==> src/rtl/sfr_pkg.sv <==
// shared types, constants and helpers for the serial frame receiver
`default_nettype none

package sfr_pkg;

    localparam int MAX_FRAME = 64;
    localparam int POS_W     = $clog2(MAX_FRAME);
    localparam int LEN_W     = 9;
    localparam int OUT_POS_W = 6;
    localparam int BYTE_W    = 8;
    localparam int CFG_IDX_W = 3;

    localparam logic [BYTE_W-1:0] BYTE_MASK = 8'hFF;

    typedef enum logic [1:0] {
        PH_HUNT  = 2'd0,
        PH_DEVID = 2'd1,
        PH_LEN   = 2'd2,
        PH_BODY  = 2'd3
    } phase_t;

    typedef enum logic [2:0] {
        EV_NONE   = 3'd0,
        EV_SERVO  = 3'd1,
        EV_FAN    = 3'd2,
        EV_RGB    = 3'd3,
        EV_AWAKEN = 3'd4
    } event_code_t;

    typedef enum logic [CFG_IDX_W-1:0] {
        CFG_HEAD_BYTE  = 3'd0,
        CFG_DEVICE_ID  = 3'd1,
        CFG_SERVO_SIGN = 3'd2,
        CFG_FAN_SIGN   = 3'd3,
        CFG_RGB_SIGN   = 3'd4,
        CFG_WAKE_SIGN  = 3'd5
    } cfg_index_t;

    typedef struct packed {
        logic [BYTE_W-1:0] head_byte;
        logic [BYTE_W-1:0] device_id;
        logic [BYTE_W-1:0] servo_sign;
        logic [BYTE_W-1:0] fan_sign;
        logic [BYTE_W-1:0] rgb_sign;
        logic [BYTE_W-1:0] wake_sign;
    } cfg_t;

    typedef struct packed {
        logic                 in_frame;
        logic [OUT_POS_W-1:0] byte_position;
        logic                 frame_done;
        logic                 checksum_ok;
        event_code_t          event_code;
        logic [BYTE_W-1:0]    event_id;
        logic [OUT_POS_W-1:0] frame_length;
        logic                 oversize_drop;
    } result_t;

    // low output bits of a position or length, for any position width
    function automatic logic [OUT_POS_W-1:0] to_out_pos(input logic [LEN_W-1:0] v);
        return v[OUT_POS_W-1:0];
    endfunction

endpackage : sfr_pkg

`default_nettype wire

==> src/rtl/sfr_cfg_regs.sv <==
// configuration register bank for the frame receiver
`default_nettype none

module sfr_cfg_regs
    import sfr_pkg::*;
(
    input  wire logic                 aclk,
    input  wire logic                 aresetn,
    input  wire logic                 cfg_wr_en,
    input  wire logic [CFG_IDX_W-1:0] cfg_wr_index,
    input  wire logic [BYTE_W-1:0]    cfg_wr_data,
    output cfg_t                      cfg
);

    cfg_t cfg_reg;
    cfg_t cfg_next;

    always_comb begin
        cfg_next = cfg_reg;
        if (cfg_wr_en) begin
            unique case (cfg_index_t'(cfg_wr_index))
                CFG_HEAD_BYTE:  cfg_next.head_byte  = cfg_wr_data;
                CFG_DEVICE_ID:  cfg_next.device_id  = cfg_wr_data;
                CFG_SERVO_SIGN: cfg_next.servo_sign = cfg_wr_data;
                CFG_FAN_SIGN:   cfg_next.fan_sign   = cfg_wr_data;
                CFG_RGB_SIGN:   cfg_next.rgb_sign   = cfg_wr_data;
                CFG_WAKE_SIGN:  cfg_next.wake_sign  = cfg_wr_data;
                default: ;  // unmapped index, write dropped
            endcase
        end
    end

    always_ff @(posedge aclk) begin
        if (!aresetn) begin
            cfg_reg.head_byte  <= 8'hAA;
            cfg_reg.device_id  <= 8'd1;
            cfg_reg.servo_sign <= 8'd1;
            cfg_reg.fan_sign   <= 8'd2;
            cfg_reg.rgb_sign   <= 8'd3;
            cfg_reg.wake_sign  <= 8'd4;
        end else begin
            cfg_reg <= cfg_next;
        end
    end

    assign cfg = cfg_reg;

endmodule : sfr_cfg_regs

`default_nettype wire

==> src/rtl/sfr_event_map.sv <==
// maps an event id byte to an event code, lowest code wins on collision
`default_nettype none

module sfr_event_map
    import sfr_pkg::*;
(
    input  cfg_t                   cfg,
    input  wire logic [BYTE_W-1:0] event_id,
    output event_code_t            event_code
);

    always_comb begin
        priority if (event_id == cfg.servo_sign) begin
            event_code = EV_SERVO;
        end else if (event_id == cfg.fan_sign) begin
            event_code = EV_FAN;
        end else if (event_id == cfg.rgb_sign) begin
            event_code = EV_RGB;
        end else if (event_id == cfg.wake_sign) begin
            event_code = EV_AWAKEN;
        end else begin
            event_code = EV_NONE;
        end
    end

endmodule : sfr_event_map

`default_nettype wire

==> src/rtl/sfr_parser.sv <==
// frame parser: phase machine, position, length, running sum and event id
`default_nettype none

module sfr_parser
    import sfr_pkg::*;
(
    input  wire logic              aclk,
    input  wire logic              aresetn,
    input  cfg_t                   cfg,
    input  wire logic              step,
    input  wire logic [BYTE_W-1:0] rx_byte,
    output result_t                res
);

    phase_t             phase_reg,   phase_next;
    logic [POS_W-1:0]   wpos_reg,    wpos_next;
    logic [POS_W-1:0]   exp_len_reg, exp_len_next;
    logic [BYTE_W-1:0]  sum_reg,     sum_next;
    logic [BYTE_W-1:0]  held_id_reg, held_id_next;

    logic [LEN_W-1:0]   len;
    logic               oversize;
    logic               last_byte;
    logic               sum_ok;
    event_code_t        mapped_code;

    assign len       = LEN_W'(rx_byte) + LEN_W'(2);
    assign oversize  = (len >= LEN_W'(MAX_FRAME));
    assign last_byte = ((LEN_W'(wpos_reg) + LEN_W'(1)) >= LEN_W'(exp_len_reg));
    // short frames (length byte below 2) never pass
    assign sum_ok    = (exp_len_reg >= POS_W'(4)) && (rx_byte == sum_reg);

    sfr_event_map u_event_map (
        .cfg        (cfg),
        .event_id   (held_id_next),
        .event_code (mapped_code)
    );

    // next phase
    always_comb begin
        phase_next = phase_reg;
        unique case (phase_reg)
            PH_HUNT:  if (rx_byte == cfg.head_byte) phase_next = PH_DEVID;
            PH_DEVID: phase_next = (rx_byte == cfg.device_id) ? PH_LEN : PH_HUNT;
            PH_LEN:   phase_next = oversize ? PH_HUNT : PH_BODY;
            PH_BODY:  if (last_byte) phase_next = PH_HUNT;
            default:  phase_next = PH_HUNT;
        endcase
    end

    // result and datapath next values
    always_comb begin
        res          = '0;
        wpos_next    = wpos_reg;
        exp_len_next = exp_len_reg;
        sum_next     = sum_reg;
        held_id_next = held_id_reg;
        unique case (phase_reg)
            PH_HUNT: begin
                if (rx_byte == cfg.head_byte) begin
                    res.in_frame = 1'b1;
                    held_id_next = '0;
                end
            end
            PH_DEVID: begin
                if (rx_byte == cfg.device_id) begin
                    res.in_frame      = 1'b1;
                    res.byte_position = OUT_POS_W'(1);
                end
            end
            PH_LEN: begin
                res.byte_position = OUT_POS_W'(2);
                if (oversize) begin
                    res.oversize_drop = 1'b1;
                    wpos_next         = '0;
                    exp_len_next      = '0;
                end else begin
                    res.in_frame     = 1'b1;
                    res.frame_length = to_out_pos(len);
                    exp_len_next     = len[POS_W-1:0];
                    sum_next         = rx_byte;
                    wpos_next        = POS_W'(3);
                end
            end
            PH_BODY: begin
                res.in_frame      = 1'b1;
                res.byte_position = to_out_pos(LEN_W'(wpos_reg));
                res.frame_length  = to_out_pos(LEN_W'(exp_len_reg));
                if (wpos_reg == POS_W'(3)) begin
                    held_id_next = rx_byte;
                end
                if (last_byte) begin
                    res.frame_done  = 1'b1;
                    res.checksum_ok = sum_ok;
                    res.event_code  = sum_ok ? mapped_code : EV_NONE;
                    wpos_next       = '0;
                end else begin
                    sum_next  = (sum_reg + rx_byte) & BYTE_MASK;
                    wpos_next = wpos_reg + POS_W'(1);
                end
            end
            default: ;
        endcase
        res.event_id = held_id_next;
    end

    always_ff @(posedge aclk) begin
        if (!aresetn) begin
            phase_reg   <= PH_HUNT;
            wpos_reg    <= '0;
            exp_len_reg <= '0;
            sum_reg     <= '0;
            held_id_reg <= '0;
        end else if (step) begin
            phase_reg   <= phase_next;
            wpos_reg    <= wpos_next;
            exp_len_reg <= exp_len_next;
            sum_reg     <= sum_next;
            held_id_reg <= held_id_next;
        end
    end

endmodule : sfr_parser

`default_nettype wire

==> src/rtl/serial_frame_receiver_with_checksum.sv <==
// top level of the serial frame receiver with header, length and sum check
// a byte's result is registered and shows on m_* in the cycle after its transfer on s_*
// throughput: one byte per cycle while m_ready is high, set by the single output register
// s_ready stays high while the output register is empty or being drained
// reset (aresetn low, synchronous): hunting for a head, no result pending,
// configuration registers back to their default values
`default_nettype none

module serial_frame_receiver_with_checksum
    import sfr_pkg::*;
(
    input  wire logic                 aclk,
    input  wire logic                 aresetn,

    // configuration write port
    input  wire logic                 cfg_wr_en,
    input  wire logic [CFG_IDX_W-1:0] cfg_wr_index,
    input  wire logic [BYTE_W-1:0]    cfg_wr_data,

    // received byte stream
    input  wire logic                 s_valid,
    output logic                      s_ready,
    input  wire logic [BYTE_W-1:0]    s_rx_byte,

    // per-byte result stream
    output logic                      m_valid,
    input  wire logic                 m_ready,
    output logic                      m_in_frame,
    output logic [OUT_POS_W-1:0]      m_byte_position,
    output logic                      m_frame_done,
    output logic                      m_checksum_ok,
    output logic [2:0]                m_event_code,
    output logic [BYTE_W-1:0]         m_event_id,
    output logic [OUT_POS_W-1:0]      m_frame_length,
    output logic                      m_oversize_drop
);

    cfg_t    cfg;
    result_t res;
    result_t out_reg;
    logic    m_valid_reg, m_valid_next;
    logic    s_xfer;

    // configuration bank; the user must write it only while no byte is in flight, the block does not enforce it
    sfr_cfg_regs u_cfg_regs (
        .aclk         (aclk),
        .aresetn      (aresetn),
        .cfg_wr_en    (cfg_wr_en),
        .cfg_wr_index (cfg_wr_index),
        .cfg_wr_data  (cfg_wr_data),
        .cfg          (cfg)
    );

    // input side can move whenever the output register frees up this cycle
    assign s_ready = !m_valid_reg || m_ready;
    assign s_xfer  = s_valid && s_ready;

    // parser state advances only on an input transfer
    sfr_parser u_parser (
        .aclk    (aclk),
        .aresetn (aresetn),
        .cfg     (cfg),
        .step    (s_xfer),
        .rx_byte (s_rx_byte),
        .res     (res)
    );

    // output register valid: set by a new transfer, cleared when drained
    always_comb begin
        m_valid_next = m_valid_reg;
        if (s_xfer) begin
            m_valid_next = 1'b1;
        end else if (m_ready) begin
            m_valid_next = 1'b0;
        end
    end

    always_ff @(posedge aclk) begin
        if (!aresetn) begin
            m_valid_reg <= 1'b0;
        end else begin
            m_valid_reg <= m_valid_next;
        end
    end

    // payload needs no reset, loaded on every input transfer
    always_ff @(posedge aclk) begin
        if (s_xfer) begin
            out_reg <= res;
        end
    end

    assign m_valid         = m_valid_reg;
    assign m_in_frame      = out_reg.in_frame;
    assign m_byte_position = out_reg.byte_position;
    assign m_frame_done    = out_reg.frame_done;
    assign m_checksum_ok   = out_reg.checksum_ok;
    assign m_event_code    = out_reg.event_code;
    assign m_event_id      = out_reg.event_id;
    assign m_frame_length  = out_reg.frame_length;
    assign m_oversize_drop = out_reg.oversize_drop;

    // an input transfer always leaves a result behind
    a_xfer_fills_output: assert property (@(posedge aclk) disable iff (!aresetn)
        s_xfer |=> m_valid)
        else $error("input transfer did not produce a result");

    // a completed frame is always part of a frame
    a_done_in_frame: assert property (@(posedge aclk) disable iff (!aresetn)
        (m_valid && m_frame_done) |-> m_in_frame)
        else $error("frame_done outside a frame");

    // a dropped oversize frame is never reported as taken
    a_drop_not_in_frame: assert property (@(posedge aclk) disable iff (!aresetn)
        (m_valid && m_oversize_drop) |-> (!m_in_frame && m_frame_length == '0))
        else $error("oversize drop reported as frame byte");

    // checksum and event code only appear at frame end, event code only if good
    a_code_needs_ok: assert property (@(posedge aclk) disable iff (!aresetn)
        (m_valid && m_event_code != EV_NONE) |-> (m_checksum_ok && m_frame_done))
        else $error("event code without a good checksum at frame end");

    a_ok_at_end: assert property (@(posedge aclk) disable iff (!aresetn)
        (m_valid && m_checksum_ok) |-> m_frame_done)
        else $error("checksum_ok before frame end");

endmodule : serial_frame_receiver_with_checksum

`default_nettype wire
==> config.mk <==
export PLATFORM = sky130hd
export DESIGN_NAME = serial_frame_receiver_with_checksum
export DESIGN_NICKNAME = d
export VERILOG_FILES = /design/src/rtl/sfr_pkg.sv /design/src/rtl/sfr_cfg_regs.sv /design/src/rtl/sfr_event_map.sv /design/src/rtl/sfr_parser.sv /design/src/rtl/serial_frame_receiver_with_checksum.sv
export SDC_FILE = /design/constraint.sdc
export NUM_CORES = 1
export LEC_CHECK = 0
export CAP_MARGIN = 5
export CORE_MARGIN = 2
export CORE_UTILIZATION = 35
export CTS_CLUSTER_DIAMETER = 80
export DETAILED_ROUTE_END_ITERATION = 16
export DONT_BUFFER_PORTS = 1
export GPL_TIMING_DRIVEN = 0
export PLACE_DENSITY = 0.53
export REMOVE_ABC_BUFFERS = 1
export SYNTH_ARGS = -nofsm -noshare
export SYNTH_HDL_FRONTEND = slang
export SYNTH_SLANG_ARGS = --single-unit
==> constraint.sdc <==
create_clock -name aclk -period 2.7 [get_ports aclk]
set_input_delay 0.54 -clock aclk [delete_from_list [all_inputs] [get_ports aclk]]
set_output_delay 0.54 -clock aclk [all_outputs]
set_load 0.02 [all_outputs]
# After elaboration in Yosys (flattened, before gate mapping)

Cells that the tools add are included.

Input bits: 24
Flip-flop bits (word level): 106
Word-level logic and storage cells: 104
Output and inout port bits: 29

Equality and inequality tests: 20
Bitwise operators: 3
Reduce and logical (&&, ||, !) cells: 22
$add $sub $neg: 4
Multiplexer cells: 30
$lt $le $gt $ge: 3

Operator list:

| cell                                                                                 | count |
|---|---|
| 8-bit equality test                                                                  | 7 |
| 8-bit 2-to-1 mux                                                                     | 4 |
| 8-bit one-hot mux with 2 select lines                                                | 2 |
| 6-bit one-hot mux with 2 select lines                                                | 2 |
| 6-bit one-hot mux with 3 select lines                                                | 1 |
| 2-bit AND reduction                                                                  | 9 |
| 3-bit 2-to-1 mux                                                                     | 5 |
| 6-bit 2-to-1 mux                                                                     | 2 |
| 2-bit 2-to-1 mux                                                                     | 5 |
| 8-bit by 2-bit adder with 9-bit output (second input constant)                       | 1 |
| 9-bit by 6-bit greater-or-equal comparator with 1-bit output                         | 1 |
| 9-bit by 7-bit greater-or-equal comparator with 1-bit output (second input constant) | 1 |
| 8-bit adder                                                                          | 1 |
| 2-bit one-hot mux with 4 select lines                                                | 1 |
| 6-bit by 1-bit adder with 7-bit output (second input constant)                       | 1 |
| 7-bit 2-to-1 mux                                                                     | 1 |
| 6-bit by 1-bit adder with 6-bit output (second input constant)                       | 1 |
| 3-bit by 2-bit equality test with 1-bit output (second input constant)               | 2 |
| 3-bit equality test (second input constant)                                          | 2 |
| 6-bit by 2-bit equality test with 1-bit output (second input constant)               | 1 |
| 6-bit by 3-bit greater-or-equal comparator with 1-bit output (second input constant) | 1 |
| 3-bit AND reduction                                                                  | 2 |
| 6-bit OR reduction                                                                   | 1 |
| 1-bit 2-to-1 mux                                                                     | 5 |
| other kinds (16)                                                                     | 23 |

# Longest topological paths before layout

Depth in word-level cells: 10
Mapped depth: 13
Gate-level depth less buffers: 11

# Hierarchy

A second synthesis with hierarchy kept.

Cell total of the unflattened synthesis: 563
Area, all modules: 5610.4 um^2

Modules (own cells, without submodules):

| module                              | seq. area each (um^2) | area each (um^2) | times used | cells each |
|---|---|---|---|---|
| sfr_parser                          | 600.6                 | 2514.9           | 1          | 305 |
| sfr_cfg_regs                        | 960.9                 | 1849.3           | 1          | 178 |
| serial_frame_receiver_with_checksum | 830.8                 | 868.3            | 1          | 32 |
| sfr_event_map                       | 0.0                   | 377.9            | 1          | 48 |

# Worst setup path after synthesis

OpenSTA, ideal clock, no wires.

Kind: reg-to-reg
Start: register u_parser.phase_reg[0]
End: register out_reg (netlist bit m_event_code[2]) (data pin)
Period minus slack after synthesis: 2756 ps
Setup time: 262 ps
Data arrival time: 2494 ps
Data required time: 2438 ps
Stages on the path, launching flop included: 11
Slack: -56 ps
Buffers on the path: 0
Path through: dfxtp_1 -> inv_1 -> ha_1 -> nor4_4 -> a41oi_1 -> and2_0 -> a2111o_1 -> nor4b_2 -> nand4b_1 -> nor2b_1 -> nor4b_4

Longest elaborated chain between the ends: 4
Elaborated cells between the ends (all ways): 10
Classes of those cells: 5 x eq/ne; 2 x mux; 1 x bitwise; 2 x reduce/logical

Ends and longest elaborated chain:

| item                                                                           | RTL line                                  | RTL |
|---|---|---|
| start, declared                                                                | sfr_parser.sv:15                          | `phase_t phase_reg, phase_next;` |
| start signal, assigned                                                         | sfr_parser.sv:115                         | `phase_reg <= phase_next;` |
| 2-bit equality test / 2-bit zero test (equally long branches)                  | sfr_parser.sv:58                          | `unique case (phase_reg)` |
| 8-bit one-hot mux with 2 select lines                                          | sfr_parser.sv:58                          |  |
| 8-bit equality test (on tied branches)                                         | --                                        |  |
| 6-bit OR reduction (no source line) / 3-bit 2-to-1 mux (equally long branches) | --                                        |  |
| end signal, assigned                                                           | serial_frame_receiver_with_checksum.sv:89 | `out_reg <= res;` |
| end, declared                                                                  | serial_frame_receiver_with_checksum.sv:40 | `result_t out_reg;` |

Parallel ways exist; a longest one is shown, timed or not.
A chain may end at the register's enable or synchronous reset.

# Worst setup path in the final report

Ends and elaborated chain as after synthesis.

==> impl_metrics.csv <==
group,metric,value,unit
job,maxCapViolCount,0,
yosys,ys_seq_area_frac,0.401,
place,place_congestion,1.01,
sta,setup_ws,-0.0554,ns
drt,wire_per_inst,20.5,um
final_layout,fillers,1685,
worst_setup_path,r2r_cells,11,
floorplan,io_pins,53,
worst_setup_path,worstSetupStartpointType,"flop",
drt,drtIter0Drc,504,
yosys,yosysUniqueCellTypes,73,
grt,grt_pass1_wl,30.2,mm
yosys,synth_warnings,0,
worst_setup_path,cp_max_fo,4,
drt,drtPass1Iterations,6,
clock_network,postCtsHoldBufs,0,
pwr,total_power,0.00344,W
outcome,violations,"setup timing",
yosys,synth_edf_count,27,
worst_setup_path,worstReg2RegStart,"u_parser.phase_reg[0]$_SDFFE_PN0P_",
clock_network,cts_tree,"yes",
place,io_buffers,0,
sta,fin_hold_ws,0.257,ns
clock_network,max-clock-path-buffers,2,
floorplan,initial_core_util,0.359,
sta,drv_slew,0,
sta,max_slew.worst_pin.slew,1.16,ns
grt,grt_max_degree,65,
clock_network,cts_made_buffers,9,
yosys,synthCells,714,
drt,vias_per_cell,5.82,
drt,ant_nets,0,
drt,wirelength,19.5,mm
pwr,power_density,496,nW/um^2
sta,setup_tns,-0.0554,ns
floorplan,core_area,16600,um^2
pwr,intPower,0.00256,W
clock_network,clk_latency,0.36,ns
final_layout,diodes,0,
place,place_hpwl,13.4,mm
final_layout,fin_util,0.416,
clock_network,clk_pin_slew,0.08,ns
sta,hold_viol,0,
yosys,async_flop_share,0,
worst_setup_path,cp.required,2.82,ns
sta,setup_viol,1,
final_layout,final_common_cell,"nand2_1",
pwr,p_comb_frac,0.089,
floorplan,die_w,135,um
final_layout,final_cells,951,
worst_setup_path,criticalPathCategory,"reg2reg",
worst_setup_path,crit_start,"u_parser.phase_reg[0]$_SDFFE_PN0P_",
yosys,syn_avg_cell_area,8.36,um^2
yosys,ys_ff_latch,106,
worst_setup_path,arrival,2.87,ns
sta,min_period_over_period,1.02,
drt,post-route-drc-count,0,
grt,grt_pass1_vias,5362,
drt,vias,5539,
yosys,yosys_most_used_dff,"dfxtp_1",
worst_hold_path,hold_path_class,"in2reg",
floorplan,dieArea,18100,um^2
worst_setup_path,end_kind,"flop",
pwr,p_seq_frac,0.509,
outcome,status,"complete, but fails checks",
floorplan,die_y,135,um
pwr,p_sw,0.000877,W
grt,grt_overflow,0,
clock_network,htreeDepth,3,
grt,track_usage,0.217,
floorplan,fp-row-count,47,
sta,slew_headroom,0.224,
sta,skew,0.0104,ns
clock_network,clock_sinks,106,
final_layout,layout_common_cells,"nand2_1 (146), dfxtp_1 (72), a21oi_1 (63)",
worst_hold_path,whs_path_depth,1,
pwr,power_frac_clock,0.402,
final_layout,multi_input_area,3500,um^2
final_layout,drive_above_1_share,0.137,
grt,antenna_found_initial,0,
pwr,p_leak,2.49,nW
final_layout,regArea,2410,um^2
final_layout,syn_to_final_growth,16.0,%
place,placed_cells,907,
sta,fmax,363,MHz
worst_hold_path,hold_start,"aresetn",
final_layout,largest_reg_flops,48,
clock_network,clock-root-buffer,"clkbuf_16",
pwr,p_sw_frac,0.255,
sta,period_minus_slack,2.76,ns
pwr,irDropWorstVdd,0.338,mV
sta,rsz0062_at_grt,"true",
yosys,syn_area,5970,um^2
final_layout,fin_nets,771,
==> cell usage after synthesis, types with 3 or more instances <==
library cell / n / area (um^2)
a21oi_1: 66 / 330
o21bai_1: 4 / 30.0
o211a_1: 3 / 30.0
o41ai_1: 3 / 26.3
nor2b_1: 5 / 31.3
dfxtp_1: 79 / 1580
nand3_1: 25 / 125
o211ai_1: 4 / 30.0
o22ai_1: 28 / 175
nand2_1: 151 / 567
a31oi_1: 3 / 18.8
clkbuf_8: 4 / 55.1
nor3_1: 10 / 50.1
a211oi_1: 6 / 45.0
edfxtp_1: 27 / 811
a22o_1: 6 / 52.6
buf_6: 3 / 33.8
inv_1: 29 / 109
buf_2: 5 / 25.0
nand4_1: 8 / 50.1
xnor2_1: 19 / 166
a311oi_1: 9 / 78.8
a22oi_1: 6 / 45.0
o21ai_0: 27 / 135
a2111oi_0: 4 / 35.0
xor2_1: 11 / 96.3
a32oi_1: 3 / 26.3
mux2i_1: 10 / 100
nor2_1: 44 / 165
ha_1: 19 / 238
nor4_1: 6 / 37.5
and2_1: 6 / 37.5
nand2b_1: 10 / 62.6
clkbuf_1: 13 / 48.8
and3_1: 9 / 56.3
==> critical path: stages (launching register included) <==
cell,delay (ns)
dfxtp_4,0.38
inv_4,0.04
ha_4,0.25
nor4_4,0.14
buf_6,0.17
nand4_1,0.14
and3_1,0.19
a2111o_1,0.43
nor4b_4,0.22
nand4b_1,0.23
nor2b_4,0.20
nor4b_4,0.12
==> power groups by stage <==
stage	Clock [W]	Sequential (W)	Combinational, W
after floorplan	0	0.00177	0.000207
final	0.00138	0.00175	0.000305
after CTS	0.00141	0.00175	0.000292
after detailed placement	0	0.00179	0.000278
after global placement	0	0.00179	0.000265
after global routing	0.00147	0.00175	0.000335
==> cell families after synthesis <==
kind of cell,after synthesis,share of synthesized area
fa+ha+maj,20,0.0432
compound gates,197,0.215
flops,106,0.401
xor+xnor,30,0.0440
simple gates,289,0.227
buf+inv,61,0.0511
mux,11,0.0186
==> per-stage QoR <==
| step | instance area [um^2] | setup WS [ns] |
|---|---|---|
| after global routing | 6930 | -0.173 |
| after floorplan | 5790 | -0.303 |
| final | 6930 | -0.0554 |
| after detailed placement | 6120 | -1.29 |
| after CTS | 6810 | -0.114 |
| after global placement | 6060 | -1.27 |
==> routing by layer <==
layer | track usage | vias up | wire length, um
met5 | 0 | - | 0
li1 | - | 2611 | -
met1 | 0.297 | 2620 | 8740
met4 | 0.0708 | 0 | 574
met2 | 0.339 | 258 | 8810
met3 | 0.0499 | 50 | 1400
==> cell type report <==
cell class	count	area share
flip-flops and latches	106	0.348
clock buffers	13	0.0423
repair buffers	31	0.0450
well taps	220	0.0397
multi-input cells	547	0.506
clock inverters	2	0.00199
inverters	32	0.0177
==> final timing paths <==
| path | end | slack, ns |
|---|---|---|
| worst max-delay path | m_event_code[2]$_SDFFCE_PP0P_ | -0.06 |
| worst min-delay path | u_cfg_regs.cfg[32]$_SDFFE_PN1P_ | 0.26 |
| worst max register to register | m_event_code[2]$_SDFFCE_PP0P_ | -0.06 |
| worst min register to register | u_cfg_regs.cfg[35]$_SDFFE_PN0P_ | 0.47 |
==> what timing repair did <==
action                     in CTS  in global routing
resized for setup              44                 21
hold endpoints to repair        0                  0
pin swaps                      18                 10
setup endpoints to repair      29                 13
buffers inserted               25                  4
Note: power is estimated with default switching activity, not from simulation.
